**src/sv/tpaf_pkg.sv**
```systemverilog
`timescale 1ns / 1ps
`default_nettype none
// ----------------------------------------------------------------------------
// tpaf_pkg
// shared types and constants of the triac phase-angle firing controller
// ----------------------------------------------------------------------------
package tpaf_pkg;

	localparam int TICK_BITS_DEF = 12;
	localparam int REG_W         = 12;
	localparam int CMP_W         = 18;   // holds elapsed time at the widest tick setting
	localparam int LEN_W         = 17;   // delay length before saturation

	localparam int EDGES_PER_TICK = 5;
	localparam int FIVE_TOP       = 9;

	localparam logic [REG_W-1:0] DELAY_MAX_RST     = 12'd810;
	localparam logic [REG_W-1:0] FIRE_DURATION_RST = 12'd0;
	localparam logic             INDUCTIVE_RST     = 1'b0;
	localparam logic [REG_W-1:0] RETRIGGER_GAP_RST = 12'd20;

	// register indexes
	localparam logic [1:0] CFG_DELAY_MAX     = 2'd0;
	localparam logic [1:0] CFG_FIRE_DURATION = 2'd1;
	localparam logic [1:0] CFG_INDUCTIVE     = 2'd2;
	localparam logic [1:0] CFG_RETRIGGER_GAP = 2'd3;

	// input kinds
	localparam logic ACT_TICK = 1'b0;
	localparam logic ACT_EDGE = 1'b1;

	typedef struct packed {
		logic [REG_W-1:0] delay_max;
		logic [REG_W-1:0] fire_duration;
		logic             inductive_load;
		logic [REG_W-1:0] retrigger_gap;
	} cfg_t;

	typedef struct packed {
		logic [3:0] five_cycle_count;
		logic       five_cycle_tick;
		logic       delay_running;
		logic       fire;
	} res_t;

endpackage

`default_nettype wire

```
**src/sv/tpaf_cfg.sv**
```systemverilog
`timescale 1ns / 1ps
`default_nettype none
// ----------------------------------------------------------------------------
// tpaf_cfg
// configuration register file, write only
// ----------------------------------------------------------------------------
module tpaf_cfg
	import tpaf_pkg::*;
(
	input  wire logic             clk,
	input  wire logic             arst_n,
	input  wire logic             cfg_we,
	input  wire logic [1:0]       cfg_index,
	input  wire logic [REG_W-1:0] cfg_wdata,
	output cfg_t                  cfg
);

	cfg_t cfg_q;

	always_ff @(posedge clk or negedge arst_n) begin
		if (!arst_n) begin
			cfg_q.delay_max      <= DELAY_MAX_RST;
			cfg_q.fire_duration  <= FIRE_DURATION_RST;
			cfg_q.inductive_load <= INDUCTIVE_RST;
			cfg_q.retrigger_gap  <= RETRIGGER_GAP_RST;
		end else if (cfg_we) begin
			case (cfg_index)
				CFG_DELAY_MAX:     cfg_q.delay_max      <= cfg_wdata;
				CFG_FIRE_DURATION: cfg_q.fire_duration  <= cfg_wdata;
				CFG_INDUCTIVE:     cfg_q.inductive_load <= cfg_wdata[0];
				CFG_RETRIGGER_GAP: cfg_q.retrigger_gap  <= cfg_wdata;
				default: ;
			endcase
		end
	end

	assign cfg = cfg_q;

endmodule

`default_nettype wire

```
**src/sv/tpaf_core.sv**
```systemverilog
`timescale 1ns / 1ps
`default_nettype none
// ----------------------------------------------------------------------------
// tpaf_core
// remaining-delay, elapsed, phase and five_cycle_count counters and their combinational update
// ----------------------------------------------------------------------------
module tpaf_core
	import tpaf_pkg::*;
#(
	parameter int TICK_BITS = TICK_BITS_DEF
) (
	input  wire logic clk,
	input  wire logic arst_n,
	input  wire logic step,
	input  wire logic action,
	input  wire logic line_level,
	input  wire cfg_t cfg,
	output res_t      res
);

	localparam logic [LEN_W-1:0] REMAIN_MAX = LEN_W'((1 << TICK_BITS) - 1);

	logic [TICK_BITS-1:0] remain_q,  remain_d;
	logic [TICK_BITS+1:0] elapsed_q, elapsed_d;
	logic                 running_q, running_d;
	logic [2:0]           phase_q,   phase_d;
	logic [3:0]           five_q,    five_d;

	logic [TICK_BITS-1:0] remain_dec;
	logic [TICK_BITS+1:0] elapsed_inc;
	logic [REG_W-1:0]     dur;
	logic [TICK_BITS-1:0] gap_len;
	logic [TICK_BITS-1:0] edge_len;
	logic                 fire;
	logic                 tick5;

	// floor at one, saturate at the remaining-ticks width
	function automatic logic [TICK_BITS-1:0] sat_len(input logic [REG_W-1:0] len);
		logic [LEN_W-1:0] w;
		w = LEN_W'(len);
		if (w == '0)
			w = LEN_W'(1);
		if (w > REMAIN_MAX)
			w = REMAIN_MAX;
		return w[TICK_BITS-1:0];
	endfunction

	always_comb begin
		remain_dec  = (remain_q != '0) ? remain_q - 1'b1 : '0;
		elapsed_inc = (elapsed_q != '1) ? elapsed_q + 1'b1 : elapsed_q;
		dur         = (cfg.fire_duration < cfg.delay_max) ? cfg.fire_duration : cfg.delay_max;
		gap_len     = sat_len(cfg.retrigger_gap);
		edge_len    = sat_len(cfg.delay_max - dur);

		remain_d  = remain_q;
		elapsed_d = elapsed_q;
		running_d = running_q;
		phase_d   = phase_q;
		five_d    = five_q;
		fire      = 1'b0;
		tick5     = 1'b0;

		if (action == ACT_TICK) begin
			if (running_q) begin
				remain_d  = remain_dec;
				elapsed_d = elapsed_inc;
				if (remain_dec == '0) begin
					fire = 1'b1;
					if ((CMP_W'(elapsed_inc) >= CMP_W'(cfg.delay_max)) || !cfg.inductive_load) begin
						running_d = 1'b0;
					end else begin
						remain_d  = gap_len;
						running_d = 1'b1;
					end
				end
			end
		end else if (!line_level) begin
			running_d = 1'b0;
			remain_d  = '0;
		end else begin
			elapsed_d = '0;
			if (dur != '0) begin
				remain_d  = edge_len;
				running_d = 1'b1;
			end
			if (phase_q == 3'(EDGES_PER_TICK - 1)) begin
				tick5   = 1'b1;
				phase_d = '0;
				five_d  = (five_q == 4'(FIVE_TOP)) ? '0 : five_q + 1'b1;
			end else begin
				phase_d = phase_q + 1'b1;
			end
		end
	end

	always_ff @(posedge clk or negedge arst_n) begin
		if (!arst_n) begin
			remain_q  <= '0;
			elapsed_q <= '0;
			running_q <= 1'b0;
			phase_q   <= '0;
			five_q    <= '0;
		end else if (step) begin
			remain_q  <= remain_d;
			elapsed_q <= elapsed_d;
			running_q <= running_d;
			phase_q   <= phase_d;
			five_q    <= five_d;
		end
	end

	assign res.fire             = fire;
	assign res.delay_running    = running_d;
	assign res.five_cycle_tick  = tick5;
	assign res.five_cycle_count = five_d;

endmodule

`default_nettype wire

```
**src/sv/triac_phase_angle_firing_top.sv**
```systemverilog
`timescale 1ns / 1ps
`default_nettype none
// ----------------------------------------------------------------------------
// triac_phase_angle_firing_top
// phase-angle triac firing controller with retrigger for inductive loads
// ----------------------------------------------------------------------------
// path: input word to result word through the input register, then the result register
// throughput: one word per cycle while the result register is free, the core updating its counters per word
// the result register frees as it is taken, so input and output can move together
// reset: arst_n clears all counters and valid flags and loads register defaults
// ----------------------------------------------------------------------------
module triac_phase_angle_firing_top
	import tpaf_pkg::*;
#(
	parameter int TICK_BITS = TICK_BITS_DEF
) (
	input  wire logic             clk,
	input  wire logic             arst_n,
	// configuration write port
	input  wire logic             cfg_we,
	input  wire logic [1:0]       cfg_index,
	input  wire logic [REG_W-1:0] cfg_wdata,
	// input words
	input  wire logic             s_tvalid,
	output logic                  s_tready,
	input  wire logic [7:0]       s_tdata,   // [0] line_level, rest zero
	input  wire logic             s_tuser,   // [0] action: tick or zero-cross edge
	// result words
	output logic                  m_tvalid,
	input  wire logic             m_tready,
	output logic [7:0]            m_tdata    // [0] fire, [1] delay_running,
	                                         // [2] five_cycle_tick, [6:3] five_cycle_count
);

	cfg_t cfg;
	res_t res;

	// input register
	logic valid_s1;
	logic action_s1;
	logic level_s1;

	// result register
	logic m_valid_q;
	res_t res_q;

	logic out_free;
	logic advance;

	// result register is free when empty or being taken this cycle
	assign out_free = !m_valid_q || m_tready;
	assign advance  = valid_s1 && out_free;
	assign s_tready = !valid_s1 || out_free;

	tpaf_cfg u_cfg (
		.clk       (clk),
		.arst_n    (arst_n),
		.cfg_we    (cfg_we),
		.cfg_index (cfg_index),
		.cfg_wdata (cfg_wdata),
		.cfg       (cfg)
	);

	// state moves only when the held word passes into the result register
	tpaf_core #(
		.TICK_BITS (TICK_BITS)
	) u_core (
		.clk        (clk),
		.arst_n     (arst_n),
		.step       (advance),
		.action     (action_s1),
		.line_level (level_s1),
		.cfg        (cfg),
		.res        (res)
	);

	always_ff @(posedge clk or negedge arst_n) begin
		if (!arst_n) begin
			valid_s1 <= 1'b0;
		end else if (s_tready) begin
			valid_s1 <= s_tvalid;
		end
	end

	// payload needs no reset
	always_ff @(posedge clk) begin
		if (s_tready && s_tvalid) begin
			action_s1 <= s_tuser;
			level_s1  <= s_tdata[0];
		end
	end

	always_ff @(posedge clk or negedge arst_n) begin
		if (!arst_n) begin
			m_valid_q <= 1'b0;
		end else if (out_free) begin
			m_valid_q <= valid_s1;
		end
	end

	always_ff @(posedge clk) begin
		if (advance) begin
			res_q <= res;
		end
	end

	assign m_tvalid = m_valid_q;
	assign m_tdata  = {1'b0, res_q.five_cycle_count, res_q.five_cycle_tick,
	                   res_q.delay_running, res_q.fire};

endmodule

`default_nettype wire
```
**config.mk**
```make
export PLATFORM = sky130hd
export DESIGN_NAME = triac_phase_angle_firing_top
export DESIGN_NICKNAME = d
export VERILOG_FILES = /design/src/sv/tpaf_pkg.sv /design/src/sv/tpaf_cfg.sv /design/src/sv/tpaf_core.sv /design/src/sv/triac_phase_angle_firing_top.sv
export SDC_FILE = /design/constraint.sdc
export NUM_CORES = 1
export LEC_CHECK = 0
export BUFFER_PORTS_ARGS = -buffer_cell sky130_fd_sc_hd__buf_2
export CAP_MARGIN = 10
export CORE_MARGIN = 2
export CORE_UTILIZATION = 55
export CTS_BUF_LIST = sky130_fd_sc_hd__clkbuf_8
export DETAILED_ROUTE_END_ITERATION = 16
export PLACE_DENSITY = 0.74
export SYNTH_ARGS = -nofsm -noshare
export SYNTH_HDL_FRONTEND = slang
export SYNTH_HIERARCHICAL = 1
export SYNTH_SLANG_ARGS = --single-unit
```
**constraint.sdc**
```tcl
create_clock -name clk -period 9.4 [get_ports clk]
set_input_delay 0.94 -clock clk [delete_from_list [all_inputs] [get_ports clk]]
set_output_delay 0.94 -clock clk [all_outputs]
set_load 0.005 [all_outputs]
```
# After elaboration in Yosys (flattened, before gate mapping)
# Cells that the tools add are included.
# W data, S select, Z words.
[totals] mem_count=0 latch_bits=0 in_bits=28 rom_bits=0 out_inout_bits=10 ff_bits=82 word_cells=88 mem_bits_rw=0
[classes] n_mul=0 n_lt_le_gt_ge=4 muxes=29 div_mod_pow=0 bitwise=1 n_reduce_logical=24 eq_ne=8 n_shift=0 n_addsub=5
[ops] op="$mux W12" n=12
[ops] op="$mux W14" n=4
[ops] op="$logic_not A12 Y1" n=3
[ops] op="$gt A12 B12 Y1 const B" n=2
[ops] op="$reduce_bool A12 Y1" n=2
[ops] op="$mux W4" n=4
[ops] op="$add A14 B1 Y14 const B" n=1
[ops] op="$ge A14 B12 Y1" n=1
[ops] op="$ne A14 B14 Y1 const B" n=1
[ops] op="$lt A12 B12 Y1" n=1
[ops] op="$sub A12 B1 Y12 const B" n=1
[ops] op="$sub A12 B12 Y12" n=1
[ops] op="$reduce_and A2 Y1" n=5
[ops] op="$reduce_and A3 Y1" n=3
[ops] op="$mux W1" n=8
[ops] op="$add A4 B1 Y4 const B" n=1
[ops] op="$eq A2 B2 Y1 const B" n=2
[ops] op="$eq A4 B4 Y1 const B" n=1
[ops] op="$add A3 B1 Y3 const B" n=1
[ops] op="$eq A3 B3 Y1 const B" n=1
[ops] op="$logic_not A1 Y1" n=3
[ops] op="$logic_or A1 B1 Y1" n=3
[ops] op="$mux W3" n=1
[ops] op="$ne A3 B2 Y1 const B" n=1
[ops] op="7 further kinds" n=8

# Depth between registers and ports, before layout
# Gate-level depths: netlist of run 1.
[depth] ltp_word=10 depth_mapped=20

# Hierarchy
# The synthesis of run 1 kept the hierarchy.
[modules_own_cells] mod="tpaf_core" seq_area_each_um2=850.8 instances=1 area_each_um2=3778.6 cells_each=480
[modules_own_cells] mod="tpaf_cfg" seq_area_each_um2=934.6 instances=1 area_each_um2=1441.4 cells_each=81
[modules_own_cells] mod="triac_phase_angle_firing_top" seq_area_each_um2=320.3 instances=1 area_each_um2=385.4 cells_each=19

# Worst setup path after synthesis of run 1
# No wires, ideal clock.
[synth_timing] kind="flip-flop to flip-flop" from="register u_cfg.cfg_q (netlist bit u_cfg/cfg[34])" to="register u_core.remain_q[0]" path_stages_with_launch=19 slack_ns=5.564 t_arrival_ns=3.759 period_less_slack_ns=3.836 cell_sequence="dfstp_2 > inv_1 > ha_1 > nand4_1 > nor4_1 > and2_1 > nor2_1 > clkbuf_1 > nor2_1 > a21oi_1 > ha_1 > nand2_1 > a211o_1 > or2_2 > a31oi_1 > o311ai_0 > nor4_1 > nand4_1 > a21oi_1"
[synth_via] elab_chain_cells=10
[synth_rtl] element="start: declaration" line="tpaf_cfg.sv:18" text="cfg_t cfg_q;"
[synth_rtl] element="$lt A12 B12 Y1" line="tpaf_core.sv:51" text="dur = (cfg.fire_duration < cfg.delay_max) ? cfg.fire_duration : cfg.delay_max;"
[synth_rtl] element="$mux W12" line="tpaf_core.sv:51"
[synth_rtl] element="$sub A12 B12 Y12" line="tpaf_core.sv:53" text="edge_len = sat_len(cfg.delay_max - dur);"
[synth_rtl] element="$logic_not A12 Y1" line="tpaf_core.sv:41" text="if (w == '0)"
[synth_rtl] element="$mux W12" line="tpaf_core.sv:41"
[synth_rtl] element="$gt A12 B12 Y1" line="tpaf_core.sv:43" text="if (w > REMAIN_MAX)"
[synth_rtl] element="$mux W12" line="tpaf_core.sv:43"
[synth_rtl] element="$mux W12" line="tpaf_core.sv:82" text="if (dur != '0) begin"
[synth_rtl] element="$mux W12" line="tpaf_core.sv:77" text="end else if (!line_level) begin"
[synth_rtl] element="$mux W12" line="tpaf_core.sv:63" text="if (action == ACT_TICK) begin"
[synth_rtl] element="end signal: assignment" line="tpaf_core.sv:104" text="remain_q <= remain_d;"
[synth_rtl] element="end: declaration" line="tpaf_core.sv:23" text="logic [TICK_BITS-1:0] remain_q, remain_d;"
# Several ways; a longest one is shown, not always the timed one. The select of a mux whose other input is x is not followed.
# A chain may end at the register's enable or synchronous reset.

# Final worst setup path of run 1
[layout_timing] from="register u_cfg.cfg_q (netlist bit u_cfg/cfg[32])" to="register u_core.remain_q[0]"
# Same word-level chain as after synthesis.

==> run_results.csv, run 1 <==
group,metric,value,unit
outcome,status,"finished, final reports clean",
logic_synthesis,synth_area,5610,um^2
clock_network,cts_resized,0,
grt,grt_remaining_overflow,0,
floorplan,core,9820,um^2
grt,grt_usage,24.8,%
route,ant_nets,0,
setup_path,critPathRequiredTime,9710,ps
final_layout,syn_to_final_growth,7.83,%
logic_synthesis,yosysWarnings,6,
logic_synthesis,syn_avg_cell_area,9.66,um^2
floorplan,ios,38,
sta,layout_min_cycle_time,5160,ps
clock_network,numClockSinks,82,
route,wire_per_inst,17.9,um
grt,grt_pass1_wl,21.8,mm
sta,grt_setup_unrepaired,"no",
floorplan,die-width,105,um
logic_synthesis,synthCells,580,
placed_design,gp_congestion,0.940,
final_layout,final_common_cell,"dfrtp_1",
hold_path,min_path_type,"flip-flop to flip-flop",
floorplan,start_util,57.1,%
clock_network,cts-root-buf,"clkbuf_8",
setup_path,end_kind,"flip-flop",
clock_network,insertion_delay,380,ps
final_layout,fin_nets,664,
route,first_pass_iters,5,
final_layout,antenna_cells,0,
logic_synthesis,synth-edff-count,9,
run,drv_cap,0,
setup_path,cp_top_family,"compound AO/OA/AOI/OAI gates",
placed_design,io_buffers,29,
setup_path,path_cells,"inv_1, ha_1, a21oi_1, o21ai_0, a221o_1, nor2_1, a21oi_1, ha_1, nand2_1, a211o_1, or2_2, a21boi_0, o211ai_1, nor4_1, nand4_1, a21oi_1",
setup_path,r2r_cells,16,
floorplan,die_h,105,um
setup_path,slowest_stage,"nor2_1",
clock_network,clockBufferDepth,2,
sta,drv_slew,0,
power,p_leak,2.68,nW
floorplan,rows,36,
logic_synthesis,async_flop_share,89.0,%
clock_network,tritoncts,"done",
route,vias,4571,
clock_network,holdBufCountCts,0,
logic_synthesis,ys_ff_latch,82,
final_layout,layout_common_cells,"dfrtp_1, nor2_1, ha_1",
sta,setup_violations,0,
sta,fin_skew,10.1,ps
setup_path,crit_cells,16,
grt,grt_max_degree,74,
logic_synthesis,yosysSeqAreaShare,37.6,%
setup_path,worstPathArrival,5470,ps
hold_path,holdPathStages,1,
final_layout,fin_area,6040,um^2
logic_synthesis,synth_nets,646,
setup_path,worstSetupStartpointType,"flip-flop",
sta,tightest_slew,1190,ps
sta,slew_headroom,20.3,%
route,drt-initial-drc-count,345,
logic_synthesis,synth_flop_cell,"dfrtp_1",
route,routed_wl,13.1,mm
route,drc,0,
clock_network,cts_max_level,3,
placed_design,hpwlAfterDp,9.83,mm
sta,max_freq,0.194,GHz
setup_path,crit_path_frequent_cell,"a21oi_1",
grt,grt_pass1_vias,4484,
floorplan,fp.dieArea,11000,um^2
sta,fin_setup_tns,0,ps
power,ir_drop,156,uV
power,pwr_density_cell,267,nW/um^2
route,vias_per_cell,6.21,
setup_path,crit_type,"flip-flop to flip-flop",
grt,antenna_found_initial,0,
setup_path,max_stage_delay,930,ps
clock_network,clk_pin_slew,90,ps
sta,finalHoldViolations,0,
placed_design,dpl_cell_area,5810,um^2
setup_path,cp_num_buf_inv,1,
final_layout,drive_above_1_share,14.4,%
setup_path,path_max_fanout,20,
logic_synthesis,synth.distinct_cells,71,
clock_network,postCtsSetupRepairBufs,0,
sta,min_period_over_period,54.9,%
clock_network,cts-buffers-inserted,9,
[state kept, by name, indices dropped and copies added, names as in the netlist]
signal            cells
u_cfg/cfg            37
u_core/elapsed_q     14
u_core/remain_q      12
m_tdata               7
u_core/five_q         4
u_core/phase_q        3
action_s1             1
level_s1              1
m_tvalid              1
u_core/running_q      1
valid_s1              1
[synthesized netlist by cell type (7+ instances only)]
cell | count | area (um^2)
dfrtp_1 | 66 | 1650
nor2_1 | 39 | 146
ha_1 | 37 | 463
a21oi_1 | 35 | 175
nand2_1 | 34 | 128
o21ai_0 | 33 | 165
inv_1 | 26 | 97.6
nand3_1 | 21 | 105
mux2_1 | 20 | 225
xnor2_1 | 16 | 140
nor4_1 | 15 | 93.8
clkbuf_1 | 13 | 48.8
mux2_2 | 13 | 146
a21o_1 | 11 | 82.6
a22o_1 | 11 | 96.3
xor2_1 | 11 | 96.3
mux2_4 | 10 | 150
edfxtp_1 | 9 | 270
nand2b_1 | 9 | 56.3
or3_1 | 9 | 56.3
nor3_1 | 8 | 40.0
and3_1 | 7 | 43.8
dfstp_2 | 7 | 184
[worst reg2reg max path: cells and delay by family, from the launching register on]
kind | cells | cell delay, ps
AND/OR/NAND/NOR | 5 | 1840
adder cells (fa/ha/maj) | 2 | 740
flip-flops | 1 | 420
buffers and inverters | 1 | 150
AO/OA/AOI/OAI | 8 | 1960
[cell type report]
cell class | instances | area (um^2)
Clock buffer | 9 | 124
Clock inverter | 7 | 110
Fill cell | 832 | 3770
Inverter | 26 | 97.6
Multi-Input combinational cell | 447 | 3270
Sequential cell | 82 | 2110
Tap cell | 133 | 166
Timing Repair Buffer | 32 | 168
[logic make-up (layout without fill, tap and decap cells)]
family,Yosys count,count (layout),share of synthesized area (%)
muxes,46,46,9.84
buffers and inverters,51,74,4.04
and+or+nand+nor,182,182,17.3
other,1,1,0.0669
DFF,82,82,37.6
xor gates and xnor gates,27,27,4.22
AOI/OAI and AO/OA,152,152,18.2
adders and majority gates,39,39,8.79
[layer usage]
metal	share of wire [%]	GRT usage, %
met4	2.1	8.19
met1	45	32.9
met2	47	40.3
met5	0	0
met3	6.1	5.30
[path summary, 6_finish.rpt]
check,from,slack [ps],endpoint
max,u_cfg/cfg[32],4240,u_core/remain_q[0]
min,u_core/five_q[0],520,u_core/five_q[0]
max reg2reg,u_cfg/cfg[32],4240,u_core/remain_q[0]
min reg2reg,u_core/five_q[0],520,u_core/five_q[0]
max in group asynchronous,arst_n,8040,u_core/remain_q[4]
min in group asynchronous,arst_n,770,u_cfg/cfg[20]
[power breakdown]
part           switching (mW)  internal [mW]  leakage (nW)
Sequential             0.0929          0.436         0.984
Combinational           0.442          0.346          1.58
Clock                   0.143          0.154         0.113
[metrics by stage]
step	utilization [%]	worst slack [ps]	total power [mW]	std cells	hold WS (ps)
final	61.6	4240	1.61	736	520
after floorplan	-	5560	1.11	580	478
after global routing	61.6	4020	1.73	736	546
after CTS	61.6	4450	1.60	736	524
after global placement	59.2	4490	1.26	720	494
after detailed placement	59.2	4480	1.29	720	506
Note: power is estimated with default switching activity, not from simulation.
==> run 2, diff against run 1 <==
--- a/config.mk
+++ b/config.mk
@@ -5,13 +5,14 @@
 export SDC_FILE = /design/constraint.sdc
 export NUM_CORES = 1
 export LEC_CHECK = 0
+export ABC_AREA = 1
 export BUFFER_PORTS_ARGS = -buffer_cell sky130_fd_sc_hd__buf_2
 export CAP_MARGIN = 10
 export CORE_MARGIN = 2
 export CORE_UTILIZATION = 55
 export CTS_BUF_LIST = sky130_fd_sc_hd__clkbuf_8
 export DETAILED_ROUTE_END_ITERATION = 16
-export PLACE_DENSITY = 0.74
+export PLACE_DENSITY = 0.76
 export SYNTH_ARGS = -nofsm -noshare
 export SYNTH_HDL_FRONTEND = slang
 export SYNTH_HIERARCHICAL = 1
==> constraint.sdc (replaced) <==
create_clock -name clk -period 4.6 [get_ports clk]
set_input_delay 0.46 -clock clk [delete_from_list [all_inputs] [get_ports clk]]
set_output_delay 0.46 -clock clk [all_outputs]
set_load 0.005 [all_outputs]
==> run 2 against run 1 <==
Effect of this change:
- sequential share of layout area down 0.29 points
- clock power up 82%
- non-clock buffer count down 1
- first-iteration DRC count up 1.2%
- clock skew up 4.5 ps
- flip-flop and latch count unchanged
- design area up 0.85%
- largest cell class unchanged
==> run_results.csv, run 2 <==
group,metric,value,unit
logic_synthesis,synth_flop_cell,"dfrtp_1",
logic_synthesis,syn_avg_cell_area,7.42,um^2
setup_path,r2r_cells,24,
sta,tightest_slew,792,ps
route,ant_nets,0,
sta,grt_setup_unrepaired,"no",
setup_path,worstSetupStartpointType,"flip-flop",
final_layout,fill_cells,915,
grt,grt_pass1_wl,23.3,mm
final_layout,antenna_cells,0,
sta,finalHoldViolations,0,
sta,max_freq,0.262,GHz
floorplan,fp.dieArea,11300,um^2
grt,grt_use_met1,34.4,%
setup_path,worstReg2RegEnd,"u_core/remain_q[6]",
grt,grt_max_degree,42,
sta,slew_headroom,47.0,%
placed_design,gp_congestion,0.954,
setup_path,path_max_fanout,13,
run,drv_cap,0,
final_layout,final_common_cell,"nand2_1",
sta,hold_slack,154,ps
setup_path,r2r_setup_slack,790,ps
power,p_total,3.04,mW
floorplan,ios,38,
logic_synthesis,synth-edff-count,9,
final_layout,multi_input_area,3110,um^2
logic_synthesis,synth_area,5760,um^2
logic_synthesis,yosysWarnings,6,
final_layout,syn_to_final_growth,5.89,%
floorplan,start_util,56.3,%
sta,fin_skew,14.6,ps
clock_network,numClockSinks,82,
outcome,status,"finished, final reports clean",
hold_path,min_path_type,"primary input to asynchronous set/reset pin",
final_layout,fin_area,6100,um^2
placed_design,hpwlAfterDp,10.6,mm
logic_synthesis,ys_ff_latch,82,
sta,fin_setup_tns,0,ps
grt,grt_use_met3,5.89,%
power,pwr_density_cell,499,nW/um^2
clock_network,cts_resized,0,
logic_synthesis,synth_common_cells,"nand2_1, inv_1, dfrtp_1",
clock_network,clk_pin_slew,80,ps
grt,grt_usage,26.2,%
logic_synthesis,synth.largest_area_cell,"dfrtp_1",
clock_network,tritoncts,"done",
route,first_pass_iters,7,
clock_network,insertion_delay,380,ps
setup_path,crit_type,"flip-flop to flip-flop",
placed_design,io_buffers,29,
grt,grt_remaining_overflow,0,
clock_network,cts_max_level,3,
logic_synthesis,yosys-top-cells-area,"dfrtp_1, nand2_1, ha_1, inv_1, edfxtp_1",
logic_synthesis,synthCells,776,
placed_design,dpl_worst_slack,857,ps
route,vias_per_cell,5.61,
clock_network,clockBufferDepth,2,
floorplan,rows,37,
floorplan,die_h,106,um
setup_path,end_kind,"flip-flop",
route,routed_wl,13.9,mm
route,drc,0,
floorplan,core,10200,um^2
setup_path,worstPathArrival,4070,ps
logic_synthesis,synth_nets,842,
sta,layout_min_cycle_time,3810,ps
clock_network,cts-root-buf,"clkbuf_8",
sta,setup_violations,0,
logic_synthesis,synth_most_common_cell,"nand2_1",
clock_network,holdBufCountCts,0,
floorplan,die-width,106,um
final_layout,drive_above_1_share,10.7,%
logic_synthesis,yosysSeqAreaShare,36.6,%
final_layout,ff_latch_area,2110,um^2
route,wire_per_inst,14.9,um
logic_synthesis,netlist.area_leader.share,28.7,%
logic_synthesis,synth.distinct_cells,46,
route,vias,5226,
logic_synthesis,async_flop_share,89.0,%
sta,min_period_over_period,82.9,%
final_layout,layout_common_cells,"nand2_1, inv_1, dfrtp_1",
grt,antenna_found_initial,0,
final_layout,fin_nets,857,
sta,fin_ws,787,ps
route,drt-initial-drc-count,349,
setup_path,r2r_start,"u_core/elapsed_q[0]",
setup_path,critPathRequiredTime,4850,ps
power,p_leak,3.03,nW
grt,grtUsageMet2,42.4,%
power,ir_drop,254,uV
grt,grt_pass1_vias,4853,
clock_network,postCtsSetupRepairBufs,0,
grt,busiest_layer,"met2",
clock_network,cts-buffers-inserted,9,
final_layout,largest_reg_flops,37,
sta,drv_slew,0,
placed_design,dpl_cell_area,5900,um^2
==> run 2: cell types whose count changed in the layout (fill, tap and decap cells not counted), sizes merged, moves of 16 or more <==
| cell | change |
|---|---|
| nand4 | +28 |
| o21ai | +17 |
| inv | +70 |
| xnor2 | -16 |
| nand3 | +24 |
| mux2 | -43 |
| nand2 | +192 |
| nor2 | +33 |
==> run 2: through the flow <==
stage	util (%)	std cells
after floorplan	-	776
after global placement	57.6	916
after detailed placement	57.6	916
after CTS	59.6	932
after global routing	59.6	932
final	59.6	932
==> run 2: layout make-up <==
cell class	count	share of cell area [%]
inverter	95	5.85
timing repair buffer	31	2.63
multi-input combinational	572	50.9
sequential	82	34.5
clock buffer	10	2.26
tap	136	2.79
clock inverter	6	0.985
==> run 2: cells by family (layout without fill, tap and decap cells) <==
group / after synthesis / count (layout) / synth area share [%]
buffers and inverters: 122 / 142 / 9.48
other: 1 / 1 / 0.0651
adders and majority gates: 38 / 38 / 8.39
and+or+nand+nor: 407 / 407 / 32.5
DFF: 82 / 82 / 36.6
xor gates and xnor gates: 15 / 15 / 2.28
AOI/OAI and AO/OA: 111 / 111 / 10.7
==> run 2: worst max-delay path by stage <==
stage,end,slack [ps],from
floorplan,u_core/remain_q[0],1360,u_cfg/cfg[34]
global placement,u_core/remain_q[6],960,u_core/elapsed_q[0]
detailed placement,u_core/remain_q[6],860,u_core/elapsed_q[0]
CTS,u_core/remain_q[7],810,u_core/elapsed_q[0]
global route,u_core/remain_q[6],390,u_core/elapsed_q[0]
finish,u_core/remain_q[6],790,u_core/elapsed_q[0]
==> run 2: where the power goes <==
group | switching (mW) | total [mW] | leakage, nW | internal, mW
sequential | 0.135 | 1.02 | 1.00 | 0.887
combinational | 0.959 | 1.48 | 1.92 | 0.517
clock | 0.278 | 0.542 | 0.109 | 0.264
total | 1.37 | 3.04 | 3.03 | 1.67
==> run 2: critical path: stages, from the launching register on <==
cell and delay (ps):
dfrtp_1 390, ha_1 190, nand3_1 90, nor3_2 190, nand2_1 120, nor2_2 140, inv_2 70, nor2_4 160
inv_1 120, nand4_1 160, xor2_1 250, ha_1 300, a21oi_1 140, o21ai_0 90, nand3_1 80, nand3_1 60
a21oi_1 100, and2_1 140, nand2_2 100, nor2_4 280, inv_2 130, nor2_1 110, nor2_1 50, o21ai_1 140
o21ai_1 80
==> run 2: metal layers <==
| layer | part of all wire, % | vias to the layer above |
|---|---|---|
| met5 | 0 | - |
| met4 | 2.7 | 0 |
| met3 | 6.1 | 34 |
| met2 | 47 | 192 |
| met1 | 44 | 2401 |
| li1 | - | 2599 |
==> run 3, diff against run 2 <==
--- a/config.mk
+++ b/config.mk
@@ -12,7 +12,7 @@
 export CORE_UTILIZATION = 55
 export CTS_BUF_LIST = sky130_fd_sc_hd__clkbuf_8
 export DETAILED_ROUTE_END_ITERATION = 16
-export PLACE_DENSITY = 0.76
+export PLACE_DENSITY = 0.73
 export SYNTH_ARGS = -nofsm -noshare
 export SYNTH_HDL_FRONTEND = slang
 export SYNTH_HIERARCHICAL = 1
==> constraint.sdc (replaced) <==
create_clock -name clk -period 3.55 [get_ports clk]
set_input_delay 0.355 -clock clk [delete_from_list [all_inputs] [get_ports clk]]
set_output_delay 0.355 -clock clk [all_outputs]
set_load 0.005 [all_outputs]
==> run 3 against run 2 <==
Effect of this change:
- the flow now finishes with violations (negative setup slack)
- routed wire length grew 2.1%
- global-route usage is essentially flat
- register-to-register slack lost 800 ps
- first-iteration DRC count grew 26%
- design area grew 4.6%
- maximum frequency grew 7.0%
- final cell count grew 2.8%
- worst setup slack lost 800 ps
- flip-flop and latch count is the same
- via count grew 1.3%
- largest power group unchanged
- highest routed layer unchanged
==> run_results.csv, run 3 (synthesized netlist as in run 2, its figures left out) <==
group,metric,value,unit
sta,tightest_slew,650,ps
sta,layout_min_cycle_time,3570,ps
final_layout,fin_util,62.3,%
route,wire_per_inst,14.8,um
final_layout,layout_common_cells,"nand2_1, inv_1, dfrtp_1",
route,ant_nets,0,
sta,min_period_over_period,100,%
run,drv_cap,0,
setup_path,worstSetupStartpointType,"flip-flop",
grt,antenna_found_initial,0,
final_layout,fin_nets,883,
power,seqPwrFrac,33.2,%
floorplan,core,10200,um^2
route,drt-initial-drc-count,439,
final_layout,syn_to_final_growth,10.8,%
setup_path,max_stage_delay,380,ps
setup_path,critPathRequiredTime,3800,ps
grt,grt_pass1_wl,23.4,mm
floorplan,start_util,56.3,%
setup_path,r2r_cells,25,
power,p_sw_share,45.3,%
power,p_sw,1.80,mW
final_layout,multi_input_area,3210,um^2
setup_path,r2r_setup_slack,-20,ps
sta,fin_ws,-15.2,ps
power,ir_drop,367,uV
clock_network,cts-buffers-inserted,9,
clock_network,numClockSinks,82,
outcome,violations,"negative setup slack",
final_layout,fill_cells,928,
placed_design,gp_congestion,0.884,
clock_network,cts_max_level,3,
sta,hold_slack,14.4,ps
sta,drv_slew,0,
setup_path,crit_start,"u_core/elapsed_q[0]",
floorplan,die_h,106,um
placed_design,io_buffers,29,
sta,grt_setup_unrepaired,"yes",
clock_network,insertion_delay,380,ps
grt,grt_max_degree,42,
setup_path,path_max_fanout,8,
grt,grt_pass1_vias,4999,
final_layout,final_common_cell,"nand2_1",
power,pwr_density_cell,624,nW/um^2
power,p_leak,3.17,nW
clock_network,tritoncts,"done",
clock_network,cts-root-buf,"clkbuf_8",
route,drc,0,
power,pwr-share-comb,51.6,%
sta,finalHoldViolations,0,
clock_network,clk_pin_slew,90,ps
setup_path,r2r_start,"u_core/elapsed_q[0]",
clock_network,clockBufferDepth,2,
setup_path,slowest_stage,"dfrtp_1",
final_layout,antenna_cells,0,
final_layout,drive_above_1_share,16.2,%
grt,grt_remaining_overflow,0,
sta,max_freq,0.280,GHz
setup_path,crit_path_frequent_cell,"o21ai_1",
final_layout,largest_reg_flops,37,
setup_path,worstReg2RegEnd,"u_core/remain_q[1]",
placed_design,hpwlAfterDp,10.7,mm
floorplan,die-width,106,um
sta,setup_violations,1,
final_layout,ff_latch_area,2110,um^2
power,p_total,3.98,mW
setup_path,crit_end,"u_core/remain_q[1]",
floorplan,ios,38,
power,power_frac_clock,15.2,%
sta,slew_headroom,56.6,%
route,first_pass_iters,7,
setup_path,worstPathArrival,3820,ps
setup_path,end_kind,"flip-flop",
hold_path,min_path_type,"primary input to asynchronous set/reset pin",
sta,fin_skew,14.6,ps
route,vias,5294,
clock_network,holdBufCountCts,0,
grt,grt_usage,26.2,%
setup_path,crit_type,"flip-flop to flip-flop",
power,p_int,2.18,mW
route,vias_per_cell,5.53,
floorplan,fp.dieArea,11300,um^2
route,routed_wl,14.2,mm
outcome,status,"finished, violations left",
floorplan,rows,37,
-- run 3: layout make-up --
cell class / instances / share of cell area, %
clock buffer: 9 / 1.94
inverter: 95 / 5.63
clock inverter: 7 / 0.628
tap: 136 / 2.67
multi-input combinational: 572 / 50.3
timing repair buffer: 57 / 5.81
sequential: 82 / 33.0
-- run 3: worst min path at each step --
stage / startpoint / cells after the start / end / slack, ps
finish: arst_n / 2 / u_core/remain_q[8] / 10
global route: arst_n / 2 / u_core/remain_q[8] / 50
CTS: arst_n / 2 / u_core/remain_q[8] / 20
detailed placement: arst_n / 2 / u_core/remain_q[4] / 430
global placement: arst_n / 2 / u_core/remain_q[4] / 430
floorplan: arst_n / 0 / m_tvalid / 60
-- run 3: through the flow --
| stage | std cells | setup TNS, ps | instance area, um^2 | worst slack, ps |
|---|---|---|---|---|
| global placement | 933 | 0 | 6030 | 93.0 |
| finish | 958 | -15.2 | 6380 | -15.2 |
| global route | 958 | -2930 | 6380 | -346 |
| CTS | 952 | 0 | 6220 | 0.158 |
| detailed placement | 933 | 0 | 6030 | 3.66 |
| floorplan | 776 | 0 | 5760 | 312 |
-- run 3: critical path, delay by kind of cell, from the launching register on --
| family | cells | cell delay (ps) |
|---|---|---|
| and+or+nand+nor | 14 | 1620 |
| xor gates and xnor gates | 1 | 190 |
| AOI/OAI and AO/OA | 5 | 530 |
| DFF | 1 | 380 |
| adders and majority gates | 2 | 490 |
| buffers and inverters | 3 | 220 |
-- run 3: power by group through the flow --
stage,clock (mW),sequential [mW],combinational [mW]
3_5_place_dp,0,1.34,1.92
3_3_place_gp,0,1.33,1.84
5_1_grt,0.651,1.35,2.33
4_1_cts,0.624,1.32,1.95
6_report,0.606,1.32,2.05
2_1_floorplan,0,1.29,1.49
-- run 3: metal layers --
metal | global-route usage (%) | part of all wire [%]
met2 | 43.4 | 47
met4 | 8.55 | 2.3
met3 | 7.05 | 6.5
met1 | 33.4 | 44
met5 | 0 | 0
-- run 3: timing repair --
item,CTS,global route
hold endpoints to repair,0,0
setup buffers,3,6
resized for setup,2,34
pin swaps,0,11
setup endpoints to repair,6,13
